**src/design/cdq_pkg.sv**
```systemverilog
// ----------------------------------------------------------------------------
// cdq_pkg: shared definitions for the circular deque
// depth, field widths, operation and status codes, cell command type
// ----------------------------------------------------------------------------
package cdq_pkg;

    localparam int DEPTH         = 8;
    localparam int IDX_W         = (DEPTH > 1) ? $clog2(DEPTH) : 1;
    localparam int CNT_W         = $clog2(DEPTH + 1);
    localparam int DATA_W        = 32;
    localparam int OP_W          = 2;
    localparam int STATUS_W      = 2;
    localparam int ENTRY_COUNT_W = 4;

    // operation codes, code 3 is ignored
    localparam logic [OP_W-1:0] OP_PUSH_REAR  = 2'd0;
    localparam logic [OP_W-1:0] OP_PUSH_FRONT = 2'd1;
    localparam logic [OP_W-1:0] OP_POP_FRONT  = 2'd2;

    // result status codes
    localparam logic [STATUS_W-1:0] ST_DONE      = 2'd0;
    localparam logic [STATUS_W-1:0] ST_OVERFLOW  = 2'd1;
    localparam logic [STATUS_W-1:0] ST_UNDERFLOW = 2'd2;

    // what every cell does this cycle
    typedef enum logic [1:0] {
        MODE_HOLD       = 2'd0,
        MODE_SHIFT_BACK = 2'd1,  // take the neighbor nearer the front
        MODE_SHIFT_FWD  = 2'd2,  // take the neighbor nearer the rear
        MODE_LOAD       = 2'd3   // selected cell takes the new value
    } t_cell_mode;

    typedef struct packed {
        t_cell_mode       mode;
        logic [IDX_W-1:0] load_idx;
    } t_cell_cmd;

endpackage

```
**src/design/cdq_if.sv**
```systemverilog
// ----------------------------------------------------------------------------
// cdq_if: request and response channels of the circular deque
// valid/ready handshake with the payload fields of each transaction
// ----------------------------------------------------------------------------
interface cdq_req_if;
    logic                               valid;
    logic                               ready;
    logic [cdq_pkg::OP_W-1:0]           operation;
    logic signed [cdq_pkg::DATA_W-1:0]  value;

    modport source (output valid, output operation, output value, input ready);
    modport sink   (input valid, input operation, input value, output ready);
endinterface

interface cdq_rsp_if;
    logic                                    valid;
    logic                                    ready;
    logic [cdq_pkg::STATUS_W-1:0]            status;
    logic signed [cdq_pkg::DATA_W-1:0]       popped_value;
    logic [cdq_pkg::ENTRY_COUNT_W-1:0]       entry_count;

    modport source (output valid, output status, output popped_value,
                    output entry_count, input ready);
    modport sink   (input valid, input status, input popped_value,
                    input entry_count, output ready);
endinterface

```
**src/design/cdq_cell.sv**
```systemverilog
// ----------------------------------------------------------------------------
// cdq_cell: one storage cell of the deque chain
// holds one entry and loads from either neighbor or from the push value
// ----------------------------------------------------------------------------
module cdq_cell (
    input  logic                              i_clk,
    input  cdq_pkg::t_cell_cmd                i_cmd,
    input  logic [cdq_pkg::IDX_W-1:0]         i_idx,
    input  logic signed [cdq_pkg::DATA_W-1:0] i_value,
    input  logic signed [cdq_pkg::DATA_W-1:0] i_from_front,
    input  logic signed [cdq_pkg::DATA_W-1:0] i_from_rear,
    output logic signed [cdq_pkg::DATA_W-1:0] o_data
);

    logic signed [cdq_pkg::DATA_W-1:0] r_data;
    logic signed [cdq_pkg::DATA_W-1:0] n_data;

    always_comb begin
        n_data = r_data;
        case (i_cmd.mode)
            cdq_pkg::MODE_HOLD:       n_data = r_data;
            cdq_pkg::MODE_SHIFT_BACK: n_data = i_from_front;
            cdq_pkg::MODE_SHIFT_FWD:  n_data = i_from_rear;
            cdq_pkg::MODE_LOAD: begin
                if (i_cmd.load_idx == i_idx) begin
                    n_data = i_value;
                end
            end
            default:                  n_data = r_data;
        endcase
    end

    always_ff @(posedge i_clk) begin
        r_data <= n_data;
    end

    assign o_data = r_data;

endmodule

```
**src/design/cdq_ctrl.sv**
```systemverilog
// ----------------------------------------------------------------------------
// cdq_ctrl: fill count and command decode for the deque chain
// tracks the entry count and tells the cells to shift, load or hold
// ----------------------------------------------------------------------------
module cdq_ctrl (
    input  logic                               i_clk,
    input  logic                               i_rst_n,
    input  logic                               i_accept,
    input  logic [cdq_pkg::OP_W-1:0]           i_operation,
    output cdq_pkg::t_cell_cmd                 o_cmd,
    output logic [cdq_pkg::STATUS_W-1:0]       o_status,
    output logic                               o_pop_ok,
    output logic [cdq_pkg::CNT_W-1:0]          o_count,
    output logic [cdq_pkg::CNT_W-1:0]          o_count_next
);

    logic [cdq_pkg::CNT_W-1:0] r_count;
    logic [cdq_pkg::CNT_W-1:0] n_count;
    logic                      full;
    logic                      empty;

    assign full  = (r_count == cdq_pkg::CNT_W'(cdq_pkg::DEPTH));
    assign empty = (r_count == '0);

    always_comb begin
        n_count          = r_count;
        o_cmd.mode       = cdq_pkg::MODE_HOLD;
        o_cmd.load_idx   = r_count[cdq_pkg::IDX_W-1:0];
        o_status         = cdq_pkg::ST_DONE;
        o_pop_ok         = 1'b0;
        if (i_operation == cdq_pkg::OP_PUSH_REAR || i_operation == cdq_pkg::OP_PUSH_FRONT) begin
            if (full) begin
                o_status = cdq_pkg::ST_OVERFLOW;
            end else begin
                n_count    = r_count + 1'b1;
                o_cmd.mode = (i_operation == cdq_pkg::OP_PUSH_REAR) ?
                             cdq_pkg::MODE_LOAD : cdq_pkg::MODE_SHIFT_BACK;
            end
        end else if (i_operation == cdq_pkg::OP_POP_FRONT) begin
            if (empty) begin
                o_status = cdq_pkg::ST_UNDERFLOW;
            end else begin
                n_count    = r_count - 1'b1;
                o_cmd.mode = cdq_pkg::MODE_SHIFT_FWD;
                o_pop_ok   = 1'b1;
            end
        end
        if (!i_accept) begin
            o_cmd.mode = cdq_pkg::MODE_HOLD;
        end
    end

    always_ff @(posedge i_clk) begin
        if (!i_rst_n) begin
            r_count <= '0;
        end else if (i_accept) begin
            r_count <= n_count;
        end
    end

    assign o_count      = r_count;
    assign o_count_next = n_count;

endmodule

```
**src/design/circular_deque.sv**
```systemverilog
// ----------------------------------------------------------------------------
// circular_deque: double-ended queue of DEPTH 32-bit entries
// a chain of storage cells kept packed with the front entry in cell zero
// ----------------------------------------------------------------------------
// usage
//   i_req carries one operation per transaction: push at rear, push at
//   front or pop from front, plus the value to push (ignored on pop)
//   o_rsp returns exactly one transaction per request: status (done,
//   overflow, underflow), the popped value (zero unless a pop succeeded)
//   and the entry count after the operation, modulo 16
// timing
//   one request per cycle while the output register is free or draining; the response
//   is loaded into the output register in the cycle after the request is taken
//   every cell shifts or loads in the same cycle, so the delay to the
//   response does not grow with the depth
// reset
//   synchronous active-low reset empties the deque and drops any pending
//   response; cell contents are left as they were and never read
// back-pressure
//   while o_rsp is stalled the request side keeps ready low, except in the
//   cycle in which the waiting response is taken
// ----------------------------------------------------------------------------
module circular_deque (
    input  logic       i_clk,
    input  logic       i_rst_n,
    cdq_req_if.sink    i_req,
    cdq_rsp_if.source  o_rsp
);

    // handshake state
    logic                                   r_valid;
    logic                                   accept;

    // controller results
    cdq_pkg::t_cell_cmd                     cmd;
    logic [cdq_pkg::STATUS_W-1:0]           status;
    logic                                   pop_ok;
    logic [cdq_pkg::CNT_W-1:0]              count;
    logic [cdq_pkg::CNT_W-1:0]              count_next;

    // output register payload
    logic [cdq_pkg::STATUS_W-1:0]           r_status;
    logic signed [cdq_pkg::DATA_W-1:0]      r_popped;
    logic [cdq_pkg::ENTRY_COUNT_W-1:0]      r_entry_count;

    // cell outputs, index zero is the front of the deque
    logic signed [cdq_pkg::DATA_W-1:0]      cell_data [cdq_pkg::DEPTH];

    // take a new request whenever the output register is free or draining
    assign i_req.ready = !r_valid || o_rsp.ready;
    assign accept      = i_req.valid && i_req.ready;

    cdq_ctrl u_ctrl (
        .i_clk        (i_clk),
        .i_rst_n      (i_rst_n),
        .i_accept     (accept),
        .i_operation  (i_req.operation),
        .o_cmd        (cmd),
        .o_status     (status),
        .o_pop_ok     (pop_ok),
        .o_count      (count),
        .o_count_next (count_next)
    );

    // chain of cells: front cell takes the value on a front push,
    // the rear cell has no neighbor behind it and just refills itself
    for (genvar gi = 0; gi < cdq_pkg::DEPTH; gi++) begin : g_cell
        logic signed [cdq_pkg::DATA_W-1:0] from_front;
        logic signed [cdq_pkg::DATA_W-1:0] from_rear;

        if (gi == 0) begin : g_head
            assign from_front = i_req.value;
        end else begin : g_body
            assign from_front = cell_data[gi-1];
        end

        if (gi == cdq_pkg::DEPTH - 1) begin : g_tail
            assign from_rear = cell_data[gi];
        end else begin : g_inner
            assign from_rear = cell_data[gi+1];
        end

        cdq_cell u_cell (
            .i_clk        (i_clk),
            .i_cmd        (cmd),
            .i_idx        (cdq_pkg::IDX_W'(gi)),
            .i_value      (i_req.value),
            .i_from_front (from_front),
            .i_from_rear  (from_rear),
            .o_data       (cell_data[gi])
        );
    end

    // output register valid flag
    always_ff @(posedge i_clk) begin
        if (!i_rst_n) begin
            r_valid <= 1'b0;
        end else if (accept) begin
            r_valid <= 1'b1;
        end else if (o_rsp.ready) begin
            r_valid <= 1'b0;
        end
    end

    // response payload, popped value is read from the front cell before it shifts
    always_ff @(posedge i_clk) begin
        if (accept) begin
            r_status      <= status;
            r_popped      <= pop_ok ? cell_data[0] : '0;
            r_entry_count <= cdq_pkg::ENTRY_COUNT_W'(count_next);
        end
    end

    assign o_rsp.valid        = r_valid;
    assign o_rsp.status       = r_status;
    assign o_rsp.popped_value = r_popped;
    assign o_rsp.entry_count  = r_entry_count;

    // ------------------------------------------------------------------------
    // assertions
    // ------------------------------------------------------------------------

    // fill count never passes the depth
    a_count_bound: assert property (@(posedge i_clk) disable iff (!i_rst_n)
        count <= cdq_pkg::CNT_W'(cdq_pkg::DEPTH))
        else $error("fill count above depth");

    // every accepted request produces a response in the next cycle
    a_resp_follows: assert property (@(posedge i_clk) disable iff (!i_rst_n)
        accept |=> o_rsp.valid)
        else $error("response missing after accepted request");

    // underflow only from an empty deque and never returns data
    a_underflow: assert property (@(posedge i_clk) disable iff (!i_rst_n)
        (o_rsp.valid && o_rsp.status == cdq_pkg::ST_UNDERFLOW)
        |-> (o_rsp.popped_value == '0 && o_rsp.entry_count == '0))
        else $error("underflow with data or nonzero count");

    // overflow only from a full deque
    a_overflow: assert property (@(posedge i_clk) disable iff (!i_rst_n)
        (o_rsp.valid && o_rsp.status == cdq_pkg::ST_OVERFLOW)
        |-> (o_rsp.entry_count == cdq_pkg::ENTRY_COUNT_W'(cdq_pkg::DEPTH)))
        else $error("overflow reported while not full");

endmodule

```
**src/flat_wrapper.sv**
```systemverilog
// flat-port wrapper written by rule: the top's interface ports become plain ports
module circular_deque_flat 
  (i_clk, i_rst_n, i_req_valid, i_req_operation, i_req_value, i_req_ready, o_rsp_valid, o_rsp_status, o_rsp_popped_value, o_rsp_entry_count, o_rsp_ready);
  cdq_req_if i_req_i ();
  cdq_rsp_if o_rsp_i ();
  input  logic i_clk;
  input  logic i_rst_n;
  input wire logic [$bits(i_req_i.valid)-1:0] i_req_valid;
  input wire logic [$bits(i_req_i.operation)-1:0] i_req_operation;
  input wire logic [$bits(i_req_i.value)-1:0] i_req_value;
  output wire logic [$bits(i_req_i.ready)-1:0] i_req_ready;
  output wire logic [$bits(o_rsp_i.valid)-1:0] o_rsp_valid;
  output wire logic [$bits(o_rsp_i.status)-1:0] o_rsp_status;
  output wire logic [$bits(o_rsp_i.popped_value)-1:0] o_rsp_popped_value;
  output wire logic [$bits(o_rsp_i.entry_count)-1:0] o_rsp_entry_count;
  input wire logic [$bits(o_rsp_i.ready)-1:0] o_rsp_ready;
  assign i_req_i.valid = i_req_valid;
  assign i_req_i.operation = i_req_operation;
  assign i_req_i.value = i_req_value;
  assign i_req_ready = i_req_i.ready;
  assign o_rsp_valid = o_rsp_i.valid;
  assign o_rsp_status = o_rsp_i.status;
  assign o_rsp_popped_value = o_rsp_i.popped_value;
  assign o_rsp_entry_count = o_rsp_i.entry_count;
  assign o_rsp_i.ready = o_rsp_ready;
  circular_deque u_core (.i_clk(i_clk), .i_rst_n(i_rst_n), .i_req(i_req_i), .o_rsp(o_rsp_i));
endmodule
```
**config.mk**
```make
export PLATFORM = sky130hd
export DESIGN_NAME = circular_deque_flat
export DESIGN_NICKNAME = d
export VERILOG_FILES = /design/src/design/cdq_pkg.sv /design/src/design/cdq_if.sv /design/src/design/cdq_cell.sv /design/src/design/cdq_ctrl.sv /design/src/design/circular_deque.sv /design/src/flat_wrapper.sv
export SDC_FILE = /design/constraint.sdc
export NUM_CORES = 1
export LEC_CHECK = 0
export BUFFER_PORTS_ARGS = -buffer_cell sky130_fd_sc_hd__buf_2
export CORE_MARGIN = 4
export CORE_UTILIZATION = 56
export DETAILED_ROUTE_END_ITERATION = 8
export GPL_ROUTABILITY_DRIVEN = 0
export PLACE_DENSITY_LB_ADDON = 0.3
export REMOVE_ABC_BUFFERS = 1
export SLEW_MARGIN = 20
export SYNTH_ARGS = -nofsm -noshare
export SYNTH_HDL_FRONTEND = slang
export SYNTH_HIERARCHICAL = 1
export SYNTH_SLANG_ARGS = --single-unit
```
**constraint.sdc**
```tcl
create_clock -name i_clk -period 5.8 [get_ports i_clk]
set_clock_uncertainty 0.05 [all_clocks]
set_input_delay 1.16 -clock i_clk [delete_from_list [all_inputs] [get_ports i_clk]]
set_output_delay 1.16 -clock i_clk [all_outputs]
set_load 0.005 [all_outputs]
```
==> results.tsv <==
metric	value	unit
latest clock arrival within the worst-skew pair	0.54	ns
initial antenna violation count	2	
largest net degree at the start of global routing	228	
post-CTS setup buffer count	0	
FP Rows	60	
critical path data required time	6.00	ns
Core ar.	27300	µm²
Hold Buf Count CTS	0	
worst hold start	u_core/o_rsp.valid	
total CTS buffers	30	
H-tree level count	1	
Fmax	242	MHz
Resize count post-CTS	0	
synthesized area	15700	µm²
Yosys warning total	6	
vias in the first global route	9093	
RSZ-0062 raised after global routing	no	
Via Count	9627	
Max rail drop VDD	220	µV
nets@finish	1380	
slowest stage delay, CP	0.74	ns
worst r2r path cells	8	
WL final	29.6	mm
Syn Inst Count	1287	
critical path class	in -> reg	
first drt pass iteration count	5	
Max-Cap Viols	0	
Tightest Pin Transition	1.00	ns
setup violators final	0	
fillcell total	2205	
Pwr Density	351	nW/µm²
GR Util All Layers	18.7	%
WHS Path Cells	2	
crit path cell chain	buf_2 > nand2b_4 > and2_2 > o211ai_2 > a21oi_4 > buf_4 > buf_4 > a21oi_1	
Slew headroom	33.2	%
Final period util	71.2	%
Clk pin slew, worst setup/hold paths	0.06	ns
Final TNS setup	0	ns
gr ovfl total	0	
Mean Syn Cell Area	12.2	µm²
chip height	175	µm
share of cells above drive strength 1	13.4	%
worst r2r src	u_core/u_ctrl/o_count[0]	
Layout area overhead	7.29	%
I/O Buffers	77	
fin. max-slew vios	0	
Leakage	5.89	nW
CTS tree	built	
Via density	5.55	
io pins	78	
clk sinks	299	
Crit path top cell by count	buf_4	
Critical Path Fanout Max	84	
DR WL/cell	17.1	µm
die area	30700	µm²
Fin. Hold Viols	0	
Post-route DRC	0	
CP Capture Type	register	
Critical Path Source	o_rsp_ready	
Die X	175	µm
CP max stage cell	buf_4	
CP Launch Type	primary input	
CTS root buffer	clkbuf_16	
Clock Tree Buf Depth	3	
minimum hold slack	0.465	ns
first-pass GRT wire length	47.6	mm
HPWL after DPL	17.2	mm
Antenna Nets Post-Route	0	
status	completed	
fin crit period	4.13	ns
HP Class	reg -> reg	
DR iter-0 viols	886	
critical path arrival	4.33	ns
effective utilization at floorplan	57.5	%
sequential cells by signal, summed over array words and instances, names as in the netlist:
signal,count
u_core/g_cell.u_cell/o_data,256
u_core/o_rsp.popped_value,32
u_core/o_rsp.entry_count,4
u_core/u_ctrl/o_count,4
u_core/o_rsp.status,2
u_core/o_rsp.valid,1
where the power goes:
group	switching (W)	leakage [nW]	internal, W
logic	0.000653	2.60	0.000394
clock network	0.000783	0.460	0.00106
registers	0.000159	2.83	0.00284
area by class of cell:
cell class	instances	area [µm²]	area share (%)
tap	372	465	2.77
multi-input combinational	908	5880	35.0
clock buffer	39	806	4.80
sequential	299	8930	53.2
clock inverter	16	123	0.730
antenna	1	2.50	0.0149
inverter	7	26.3	0.156
timing repair buffer	94	567	3.37
critical path, delay by kind of cell:
family          cells  cell delay (ns)
buf+inv             3             1.49
compound gates      3             0.94
simple gates        2             0.66
final timing paths:
| check | endpoint | slack, ns |
|---|---|---|
| max reg2reg | u_core/g_cell[6].u_cell/o_data[6] | 1.69 |
| min | u_core/o_rsp.valid | 0.46 |
| max | u_core/g_cell[6].u_cell/o_data[6] | 1.67 |
| min reg2reg | u_core/o_rsp.valid | 0.46 |
layer usage:
metal | vias up | global-route usage [%] | wire length [µm]
li1 | 4783 | - | -
met1 | 4613 | 27.7 | 14100
met2 | 195 | 29.6 | 13700
met3 | 34 | 2.88 | 1370
met4 | 2 | 3.86 | 432
met5 | - | 0 | 8
through the flow:
step | std cells | instance area [µm²] | power, W | setup WS, ns | utilization [%]
final | 1736 | 16800 | 0.00589 | 1.67 | 61.6
after floorplan | 1214 | 14800 | 0.00433 | -27.52 | -
after detailed placement | 1680 | 15900 | 0.00409 | 1.15 | 58.2
after CTS | 1735 | 16800 | 0.00594 | 1.73 | 61.6
after global placement | 1680 | 15900 | 0.00405 | 1.25 | 58.2
after global routing | 1735 | 16800 | 0.00620 | 1.30 | 61.6
placed cells by master, fill, tap and decap left out, types with 2 or more instances in the layout:
| cell type | instances |
|---|---|
| a21oi_1 | 258 |
| nor2_1 | 257 |
| and2_1 | 3 |
| conb_1 | 24 |
| bufinv_16 | 2 |
| buf_12 | 4 |
| xor2_1 | 9 |
| o21ai_0 | 5 |
| and2_2 | 33 |
| nand2b_1 | 2 |
| buf_4 | 12 |
| inv_1 | 7 |
| ha_1 | 2 |
| clkinv_1 | 6 |
| dfxtp_1 | 5 |
| buf_2 | 77 |
| clkbuf_16 | 31 |
| nor3b_1 | 3 |
| clkbuf_1 | 8 |
| mux2i_1 | 257 |
| nand2_1 | 3 |
| edfxtp_1 | 294 |
| clkinv_2 | 8 |
| a41o_2 | 8 |
| xnor2_1 | 28 |
No activity file was read; power rests on OpenSTA's default activity.
